==> config.mk <==
export PLATFORM = sky130hd
export DESIGN_NAME = sha1_hash_engine_unit
export DESIGN_NICKNAME = d
export VERILOG_FILES = /design/src/hw/rtl/sha1heu_pkg.sv /design/src/hw/rtl/sha1heu_sched.sv /design/src/hw/rtl/sha1heu_round.sv /design/src/hw/rtl/sha1_hash_engine_unit.sv
export VERILOG_INCLUDE_DIRS = /design/src /design/src/hw/rtl
export SDC_FILE = /design/constraint.sdc
export NUM_CORES = 2
export LEC_CHECK = 0
export ABC_AREA = 1
export BUFFER_PORTS_ARGS = -buffer_cell sky130_fd_sc_hd__buf_2
export CORE_MARGIN = 5
export CORE_UTILIZATION = 41
export DETAILED_ROUTE_END_ITERATION = 12
export MAX_ROUTING_LAYER = met4
export PLACE_DENSITY = 0.52
export SYNTH_ARGS = -nofsm -noshare
export SYNTH_HDL_FRONTEND = slang
export SYNTH_SLANG_ARGS = --single-unit
export TNS_END_PERCENT = 100
==> constraint.sdc <==
create_clock -name clk_i -period 14.9 [get_ports clk_i]
set_clock_uncertainty 0.1 [all_clocks]
set_input_delay 2.235 -clock clk_i [delete_from_list [all_inputs] [get_ports clk_i]]
set_output_delay 2.235 -clock clk_i [all_outputs]
set_load 0.02 [all_outputs]
==> src/hw/rtl/sha1_hash_engine_unit_macros.svh <==
// Assertion helpers shared by the hash engine RTL.
`ifndef SHA1_HASH_ENGINE_UNIT_MACROS_SVH
`define SHA1_HASH_ENGINE_UNIT_MACROS_SVH

// Same-cycle implication, sampled on clk_i, off while rst_ni is low.
`define SHA1HEU_ASSERT_IMP(lbl, ante, cons, msg) \
  lbl: assert property (@(posedge clk_i) disable iff (!rst_ni) (ante) |-> (cons)) \
    else $error(msg);

// Next-cycle implication, sampled on clk_i, off while rst_ni is low.
`define SHA1HEU_ASSERT_NXT(lbl, ante, cons, msg) \
  lbl: assert property (@(posedge clk_i) disable iff (!rst_ni) (ante) |=> (cons)) \
    else $error(msg);

`endif

==> src/hw/rtl/sha1heu_pkg.sv <==
package sha1heu_pkg;

  localparam int unsigned DigestWords = 5;
  localparam int unsigned BlockWords  = 16;
  localparam int unsigned Rounds      = 80;

  typedef logic [DigestWords-1:0][31:0] sha1heu_hv_t;

  // Index 0 holds h0.
  localparam sha1heu_hv_t InitChain = {
    32'hC3D2E1F0, 32'h10325476, 32'h98BADCFE, 32'hEFCDAB89, 32'h67452301
  };

  localparam logic [31:0] K0 = 32'h5A827999;
  localparam logic [31:0] K1 = 32'h6ED9EBA1;
  localparam logic [31:0] K2 = 32'h8F1BBCDC;
  localparam logic [31:0] K3 = 32'hCA62C1D6;

  localparam logic [7:0] PadMark = 8'h80;

  localparam logic [6:0] LastRound  = 7'd79;
  localparam logic [5:0] LastByte   = 6'd63;
  localparam logic [5:0] LengthPos  = 6'd56;
  localparam logic [2:0] LastDigest = 3'd4;

  typedef struct packed {
    logic       load;
    logic [7:0] data;
    logic       step;
  } sha1heu_sched_ctl_t;

  typedef struct packed {
    logic init;
    logic step;
    logic fold;
    logic restart;
  } sha1heu_rnd_ctl_t;

endpackage

==> src/hw/rtl/sha1heu_sched.sv <==
// Block buffer and rolling message schedule: one 512-bit shift line.
// words_q[15] is always the schedule word of the current round.
module sha1heu_sched
  import sha1heu_pkg::*;
(
  input  logic               clk_i,
  input  sha1heu_sched_ctl_t ctl_i,
  output logic [31:0]        w_o
);

  logic [BlockWords-1:0][31:0] words_q, words_d;
  logic [31:0]                 mix;

  assign mix = words_q[2] ^ words_q[7] ^ words_q[13] ^ words_q[15];

  always_comb begin
    words_d = words_q;
    if (ctl_i.load) begin
      // shift the whole line up one byte, new byte at the bottom
      words_d = {words_q[BlockWords-1][23:0], words_q[BlockWords-2:0], ctl_i.data};
    end else if (ctl_i.step) begin
      words_d = {words_q[BlockWords-2:0], {mix[30:0], mix[31]}};
    end
  end

  always_ff @(posedge clk_i) begin
    words_q <= words_d;
  end

  assign w_o = words_q[BlockWords-1];

endmodule

==> src/hw/rtl/sha1heu_round.sv <==
// Shared round unit: work variables a..e, one round per cycle, and chaining values.
module sha1heu_round
  import sha1heu_pkg::*;
(
  input  logic             clk_i,
  input  logic             rst_ni,
  input  sha1heu_rnd_ctl_t ctl_i,
  input  logic [6:0]       round_i,
  input  logic [31:0]      w_i,
  output sha1heu_hv_t      chain_o
);

  sha1heu_hv_t chain_q, chain_d;
  sha1heu_hv_t vars_q, vars_d;
  logic [31:0] a, b, c, d, e;
  logic [31:0] f, k, tmp;

  assign a = vars_q[0];
  assign b = vars_q[1];
  assign c = vars_q[2];
  assign d = vars_q[3];
  assign e = vars_q[4];

  always_comb begin
    priority if (round_i < 7'd20) begin
      f = (b & c) | (~b & d);
      k = K0;
    end else if (round_i < 7'd40) begin
      f = b ^ c ^ d;
      k = K1;
    end else if (round_i < 7'd60) begin
      f = (b & c) | (b & d) | (c & d);
      k = K2;
    end else begin
      f = b ^ c ^ d;
      k = K3;
    end
  end

  assign tmp = {a[26:0], a[31:27]} + f + e + k + w_i;

  always_comb begin
    vars_d  = vars_q;
    chain_d = chain_q;
    if (ctl_i.init) begin
      vars_d = chain_q;
    end else if (ctl_i.step) begin
      vars_d = {d, c, {b[1:0], b[31:2]}, a, tmp};
    end
    if (ctl_i.fold) begin
      for (int i = 0; i < DigestWords; i++) begin
        chain_d[i] = chain_q[i] + vars_q[i];
      end
    end else if (ctl_i.restart) begin
      chain_d = InitChain;
    end
  end

  always_ff @(posedge clk_i or negedge rst_ni) begin
    if (!rst_ni) begin
      chain_q <= InitChain;
      vars_q  <= '0;
    end else begin
      chain_q <= chain_d;
      vars_q  <= vars_d;
    end
  end

  assign chain_o = chain_q;

endmodule

==> src/hw/rtl/sha1_hash_engine_unit.sv <==
// SHA-1 engine taking one message byte per input transaction. A byte that does not
// fill a block is taken without a stall. The byte that completes a 64-byte block
// starts a compression: 80 rounds through one shared round unit, one round a cycle,
// then a fold step that adds the result into the chaining values; the input stalls
// until the fold is done. On end_of_message (after compressing the block its byte
// completes, if it does) the rest of the block is filled with padding bytes, one per
// cycle, and compressed; when fewer than 9 bytes were left for the 0x80 mark and the
// length, a second block of 64 padding bytes and a second compression follow. The
// five digest words then leave h0 first, one per cycle while the output side takes
// them; the engine then reloads the initial values and accepts the next message.
`include "sha1_hash_engine_unit_macros.svh"

module sha1_hash_engine_unit
  import sha1heu_pkg::*;
(
  input  logic        clk_i,
  input  logic        rst_ni,
  input  logic        s_axis_tvalid,
  output logic        s_axis_tready,
  input  logic [7:0]  s_axis_tdata,   // [7:0] msg_byte
  input  logic        s_axis_tuser,   // [0] byte_present
  input  logic        s_axis_tlast,   // end_of_message
  output logic        m_axis_tvalid,
  input  logic        m_axis_tready,
  output logic [39:0] m_axis_tdata,   // [31:0] digest_word, [34:32] word_index, rest zero
  output logic        m_axis_tlast    // last_word
);

  typedef enum logic [2:0] {
    S_IDLE,
    S_PAD,
    S_COMP,
    S_FOLD,
    S_OUT
  } state_e;

  state_e             state_q, state_d;
  logic [5:0]         pos_q, pos_d;
  logic [63:0]        cnt_q, cnt_d;
  logic [6:0]         round_q, round_d;
  logic               pad_q, pad_d;
  logic               final_q, final_d;
  logic               mark_q, mark_d;
  logic               lenblk_q, lenblk_d;
  logic [2:0]         oidx_q, oidx_d;
  logic               ovalid_q, ovalid_d;
  logic [31:0]        oword_q, oword_d;
  logic [2:0]         onum_q, onum_d;
  logic               olast_q, olast_d;

  sha1heu_sched_ctl_t sched_ctl;
  sha1heu_rnd_ctl_t   rnd_ctl;
  logic [31:0]        w;
  sha1heu_hv_t        chain;
  logic               in_acc;
  logic               out_free;
  logic [7:0]         len_byte;
  logic [31:0]        chain_sel;

  sha1heu_sched u_sched (
    .clk_i (clk_i),
    .ctl_i (sched_ctl),
    .w_o   (w)
  );

  sha1heu_round u_round (
    .clk_i   (clk_i),
    .rst_ni  (rst_ni),
    .ctl_i   (rnd_ctl),
    .round_i (round_q),
    .w_i     (w),
    .chain_o (chain)
  );

  assign s_axis_tready = (state_q == S_IDLE);
  assign in_acc        = s_axis_tvalid && s_axis_tready;
  assign out_free      = !ovalid_q || m_axis_tready;

  // Length bytes go out most significant first at positions 56..63.
  always_comb begin
    unique case (pos_q[2:0])
      3'd0:    len_byte = cnt_q[63:56];
      3'd1:    len_byte = cnt_q[55:48];
      3'd2:    len_byte = cnt_q[47:40];
      3'd3:    len_byte = cnt_q[39:32];
      3'd4:    len_byte = cnt_q[31:24];
      3'd5:    len_byte = cnt_q[23:16];
      3'd6:    len_byte = cnt_q[15:8];
      default: len_byte = cnt_q[7:0];
    endcase
  end

  always_comb begin
    unique case (oidx_q)
      3'd0:    chain_sel = chain[0];
      3'd1:    chain_sel = chain[1];
      3'd2:    chain_sel = chain[2];
      3'd3:    chain_sel = chain[3];
      3'd4:    chain_sel = chain[4];
      default: chain_sel = chain[0];
    endcase
  end

  always_comb begin
    state_d   = state_q;
    pos_d     = pos_q;
    cnt_d     = cnt_q;
    round_d   = round_q;
    pad_d     = pad_q;
    final_d   = final_q;
    mark_d    = mark_q;
    lenblk_d  = lenblk_q;
    oidx_d    = oidx_q;
    ovalid_d  = ovalid_q && !m_axis_tready;
    oword_d   = oword_q;
    onum_d    = onum_q;
    olast_d   = olast_q;
    sched_ctl = '0;
    rnd_ctl   = '0;

    unique case (state_q)
      S_IDLE: begin
        if (in_acc) begin
          mark_d   = 1'b0;
          lenblk_d = 1'b0;
          pad_d    = s_axis_tlast;
          final_d  = 1'b0;
          if (s_axis_tuser) begin
            sched_ctl.load = 1'b1;
            sched_ctl.data = s_axis_tdata;
            cnt_d          = cnt_q + 64'd8;
            pos_d          = pos_q + 6'd1;
          end
          if (s_axis_tuser && pos_q == LastByte) begin
            rnd_ctl.init = 1'b1;
            round_d      = '0;
            state_d      = S_COMP;
          end else if (s_axis_tlast) begin
            state_d = S_PAD;
          end
        end
      end
      S_PAD: begin
        sched_ctl.load = 1'b1;
        if (!mark_q) begin
          sched_ctl.data = PadMark;
          mark_d         = 1'b1;
          lenblk_d       = (pos_q < LengthPos);
        end else if (lenblk_q && pos_q >= LengthPos) begin
          sched_ctl.data = len_byte;
        end else begin
          sched_ctl.data = '0;
        end
        pos_d = pos_q + 6'd1;
        if (pos_q == LastByte) begin
          rnd_ctl.init = 1'b1;
          round_d      = '0;
          final_d      = mark_q && lenblk_q;
          state_d      = S_COMP;
        end
      end
      S_COMP: begin
        rnd_ctl.step   = 1'b1;
        sched_ctl.step = 1'b1;
        round_d        = round_q + 7'd1;
        if (round_q == LastRound) begin
          state_d = S_FOLD;
        end
      end
      S_FOLD: begin
        rnd_ctl.fold = 1'b1;
        priority if (final_q) begin
          oidx_d  = '0;
          state_d = S_OUT;
        end else if (pad_q) begin
          // a spilled mark leaves the length for the next block
          if (mark_q) begin
            lenblk_d = 1'b1;
          end
          state_d = S_PAD;
        end else begin
          state_d = S_IDLE;
        end
      end
      S_OUT: begin
        if (out_free) begin
          ovalid_d = 1'b1;
          oword_d  = chain_sel;
          onum_d   = oidx_q;
          olast_d  = (oidx_q == LastDigest);
          oidx_d   = oidx_q + 3'd1;
          if (oidx_q == LastDigest) begin
            rnd_ctl.restart = 1'b1;
            pos_d           = '0;
            cnt_d           = '0;
            pad_d           = 1'b0;
            final_d         = 1'b0;
            state_d         = S_IDLE;
          end
        end
      end
      default: state_d = S_IDLE;
    endcase
  end

  always_ff @(posedge clk_i or negedge rst_ni) begin
    if (!rst_ni) begin
      state_q  <= S_IDLE;
      pos_q    <= '0;
      cnt_q    <= '0;
      round_q  <= '0;
      pad_q    <= 1'b0;
      final_q  <= 1'b0;
      mark_q   <= 1'b0;
      lenblk_q <= 1'b0;
      oidx_q   <= '0;
      ovalid_q <= 1'b0;
      oword_q  <= '0;
      onum_q   <= '0;
      olast_q  <= 1'b0;
    end else begin
      state_q  <= state_d;
      pos_q    <= pos_d;
      cnt_q    <= cnt_d;
      round_q  <= round_d;
      pad_q    <= pad_d;
      final_q  <= final_d;
      mark_q   <= mark_d;
      lenblk_q <= lenblk_d;
      oidx_q   <= oidx_d;
      ovalid_q <= ovalid_d;
      oword_q  <= oword_d;
      onum_q   <= onum_d;
      olast_q  <= olast_d;
    end
  end

  assign m_axis_tvalid = ovalid_q;
  assign m_axis_tdata  = {5'd0, onum_q, oword_q};
  assign m_axis_tlast  = olast_q;

  `SHA1HEU_ASSERT_IMP(a_last_is_h4, m_axis_tvalid && m_axis_tlast,
                      m_axis_tdata[34:32] == LastDigest, "last digest word not h4")
  `SHA1HEU_ASSERT_IMP(a_round_range, state_q == S_COMP, round_q <= LastRound,
                      "round counter past last round")
  `SHA1HEU_ASSERT_NXT(a_block_full, in_acc && s_axis_tuser && pos_q == LastByte,
                      state_q == S_COMP, "full block did not start compression")
  `SHA1HEU_ASSERT_IMP(a_out_only_final, state_q == S_OUT, final_q || oidx_q != 3'd0,
                      "digest output without final block")

endmodule

==> results.py <==
metrics = {
    "floorplanning": {
        "die_y_um": 390,
        "design.die.area_um2": 152000,
        "initial_core_util_pct": 41.3,
        "ioPinCount": 57,
        "die_w_um": 390,
        "coreArea_um2": 144000,
        "num_rows": 139,
    },
    "placement": {
        "io_buffers": 51,
        "dp_hpwl_um": 168000,
        "place.gp.congestion": 0.996,
        "placed_area_um2": 61300,
    },
    "finish": {
        "layout_common_cells": "2707 x nand2_1, 857 x inv_1, 512 x edfxtp_1, 446 x nor2_1, 380 x o21ai_0",
        "num-fill-cells": 14621,
        "area_growth_pct": 9.83,
        "fin_nets": 7740,
        "design_area_um2": 65100,
        "largest_reg_flops": 480,
        "layout_commonest_cell": "nand2_1",
        "drive_gt1_share_pct": 5.25,
        "regMostFlops": "u_sched.words_q",
    },
    "timing": {
        "hold_viol": 0,
        "hold_slack_ns": 0.372,
        "rsz0062_at_grt": "no",
        "finalMaxSlewViolations": 0,
        "setup_viol": 0,
        "post-route-period-util_pct": 44.7,
        "finalCriticalPeriod_ns": 6.66,
        "tns_ns": 0,
        "worst_slew_pin_slew_ns": 1.20,
        "max_slew_margin_pct": 20.1,
        "max_freq_ghz": 0.150,
    },
    "worst_setup_path": {
        "r2r_slack_ns": 8.24,
        "r2r_start": "round_q[4]$_DFFE_PN0P_",
        "crit_path_end_kind": "register",
        "cp-start-kind": "register",
        "critPathMaxStageDelay_ns": 0.63,
        "critPathRequiredTime_ns": 15.42,
        "crit_type": "reg2reg",
        "ff2ff_path_depth": 22,
        "crit_fanout": 21,
        "cpMostUsedCell": "nand3_1",
        "cp_slowest_cell": "clkinv_1",
        "cp_cell_sequence": "nor2_1, nor2_1, nand3_1, buf_4, nand2_1, buf_4, clkinv_1, nand2_1, nand3_1, fa_1, fa_1, inv_1, fa_1, inv_1, ha_1, a21o_1, a21boi_0, nand3_1, a21oi_1, nand3_1, nand3_1, nand2_1",
        "crit_buf_inv": 5,
        "crit_cells": 22,
        "r2r_end": "u_round.a[31]$_DFFE_PN0P_",
        "cp_top_family": "adder cells",
        "cp.arrival_ns": 7.18,
    },
    "grt": {
        "grtUsageTotal_pct": 29.7,
        "grt_antenna_before_repair": 8,
        "grt_overflow": 0,
        "grt_max_degree": 228,
        "grt_pass1_vias": 49937,
        "grt_pass1_wl_um": 330000,
    },
    "yosys": {
        "syn_area_um2": 59300,
        "synth_edf_count": 512,
        "async_flop_share_pct": 46.3,
        "yosysUniqueCellTypes": 54,
        "synth_flop_cell": "edfxtp_1",
        "yosysWarnings": 0,
        "seq_area_frac_synth_pct": 44.7,
        "synth_area_per_cell_um2": 7.97,
        "ys_ff_latch": 953,
        "syn-instance-count": 7435,
    },
    "min_path": {
        "hold_path.class": "reg2reg",
        "worst_hold_path.endpoint": "cnt_q[26]$_DFFE_PN0P_",
        "hold_path_depth": 1,
        "min_from": "cnt_q[26]$_DFFE_PN0P_",
    },
    "clock_network": {
        "cts_hold_buf": 0,
        "cts_htree_levels": 3,
        "clkLatencyLatePin_ns": 0.77,
        "cts_setup_buffers": 0,
        "cts_resized": 0,
        "cts_buffer_depth": 3,
        "cts_inserted_buffers": 111,
        "cts_tree": "done",
        "ctsRootBufferMaster": "clkbuf_16",
        "clk_pin_slew_ns": 0.06,
        "clock-sinks": 953,
    },
    "routing": {
        "drt-total-wl_um": 224000,
        "routed_via_density": 5.48,
        "drt_iter0_drc": 4782,
        "drc": 0,
        "first_pass_iters": 5,
        "vias": 51529,
        "wl_per_cell_um": 23.9,
        "ant_nets": 0,
    },
    "run": {
        "drv_cap": 0,
    },
    "run_status": {
        "status": "completed",
    },
}
==> per-layer routing <==
layer	part of all wire, %	wire, um	global-route usage (%)	vias up
met2	45	102000	46.3	1672
li1	-	-	-	24358
met3	6.0	13400	4.46	465
met5	0	0	-	-
met1	43	95900	38.3	25034
met4	5.8	13100	14.2	0
==> through the flow <==
| step | std cells | worst slack [ns] | utilization (%) |
|---|---|---|---|
| finish | 9400 | 8.24 | 45.3 |
| global route | 9399 | 7.70 | 45.3 |
| CTS | 9395 | 8.38 | 45.3 |
| detailed placement | 9186 | 8.22 | 42.7 |
| global placement | 9186 | 8.27 | 42.7 |
| floorplan | 7439 | 4.91 | - |
==> Yosys cell counts, types with 5 or more instances <==
cell / number / area, um^2
buf_4: 8 / 60.1
buf_1: 20 / 75.1
o221ai_1: 85 / 744
o21ai_0: 380 / 1900
ha_1: 211 / 2640
a21boi_0: 13 / 97.6
nor3b_1: 6 / 45.0
xnor2_1: 126 / 1100
or2_2: 11 / 68.8
dfrtp_1: 361 / 9030
o211ai_1: 70 / 526
clkbuf_1: 122 / 458
dfstp_2: 80 / 2100
a21oi_1: 266 / 1330
o31ai_1: 19 / 143
nand3b_1: 16 / 120
nand4_1: 69 / 432
and3_1: 5 / 31.3
nand2_1: 2711 / 10200
a221oi_1: 10 / 87.6
inv_1: 858 / 3220
fa_1: 119 / 2380
xor2_1: 64 / 561
a211oi_1: 7 / 52.6
o21bai_1: 41 / 308
inv_2: 7 / 26.3
o21a_1: 11 / 82.6
o22a_1: 35 / 307
nor3_1: 82 / 410
o2111ai_1: 34 / 298
nor2_1: 448 / 1680
nand3_1: 368 / 1840
nor4_1: 12 / 75.1
edfxtp_1: 512 / 15400
o22ai_1: 86 / 538
buf_2: 105 / 526
a21o_1: 20 / 150
==> logic make-up (layout without fill, tap and decap cells) <==
logic type,Yosys count,count (layout),share of synthesized area [%]
flops,953,953,44.7
fa+ha+maj,330,330,8.47
xor+xnor,190,190,2.81
simple gates,3743,3743,25.3
buf+inv,1124,1177,7.39
other cells,1,10,0.00633
compound gates,1094,1094,11.3
==> how the worst max path moves through the flow <==
stage	from	slack, ns	end
finish	round_q[4]$_DFFE_PN0P_	8.24	u_round.a[31]$_DFFE_PN0P_
global route	round_q[3]$_DFFE_PN0P_	7.70	u_round.a[31]$_DFFE_PN0P_
CTS	round_q[4]$_DFFE_PN0P_	8.38	u_round.a[28]$_DFFE_PN0P_
detailed placement	s_axis_tvalid	8.22	u_sched.words_q[469]$_DFFE_PP_
global placement	s_axis_tvalid	8.27	u_sched.w_o[13]$_DFFE_PP_
floorplan	s_axis_tvalid	4.91	u_sched.w_o[0]$_DFFE_PP_
==> cell type report <==
cell class              instances  area (um^2)  area share, %
diodes                          5         12.5         0.0192
clock buffers                 149         3090           4.75
clock inverters                60          716           1.10
inverters                     869         3270           5.03
multi-input cells            5362        28500           43.7
flip-flops and latches        953        26500           40.7
well taps                    1903         2380           3.66
repair buffers                 99          651          0.999
==> worst reg2reg max path, cell delays in order, from the launching register on <==
cell and delay, ns:
dfrtp_1 0.42, nor2_1 0.08, nor2_1 0.58, nand3_1 0.16, buf_4 0.30, nand2_1 0.12, buf_4 0.34, clkinv_1 0.63
nand2_1 0.21, nand3_1 0.11, fa_1 0.47, fa_1 0.52, inv_1 0.06, fa_1 0.51, inv_1 0.04, ha_1 0.38
a21o_1 0.20, a21boi_0 0.33, nand3_1 0.23, a21oi_1 0.44, nand3_1 0.13, nand3_1 0.10, nand2_1 0.06
Power is not shown: default switching activity piles up to over one toggle a cycle in this logic, so the estimate is an artifact.
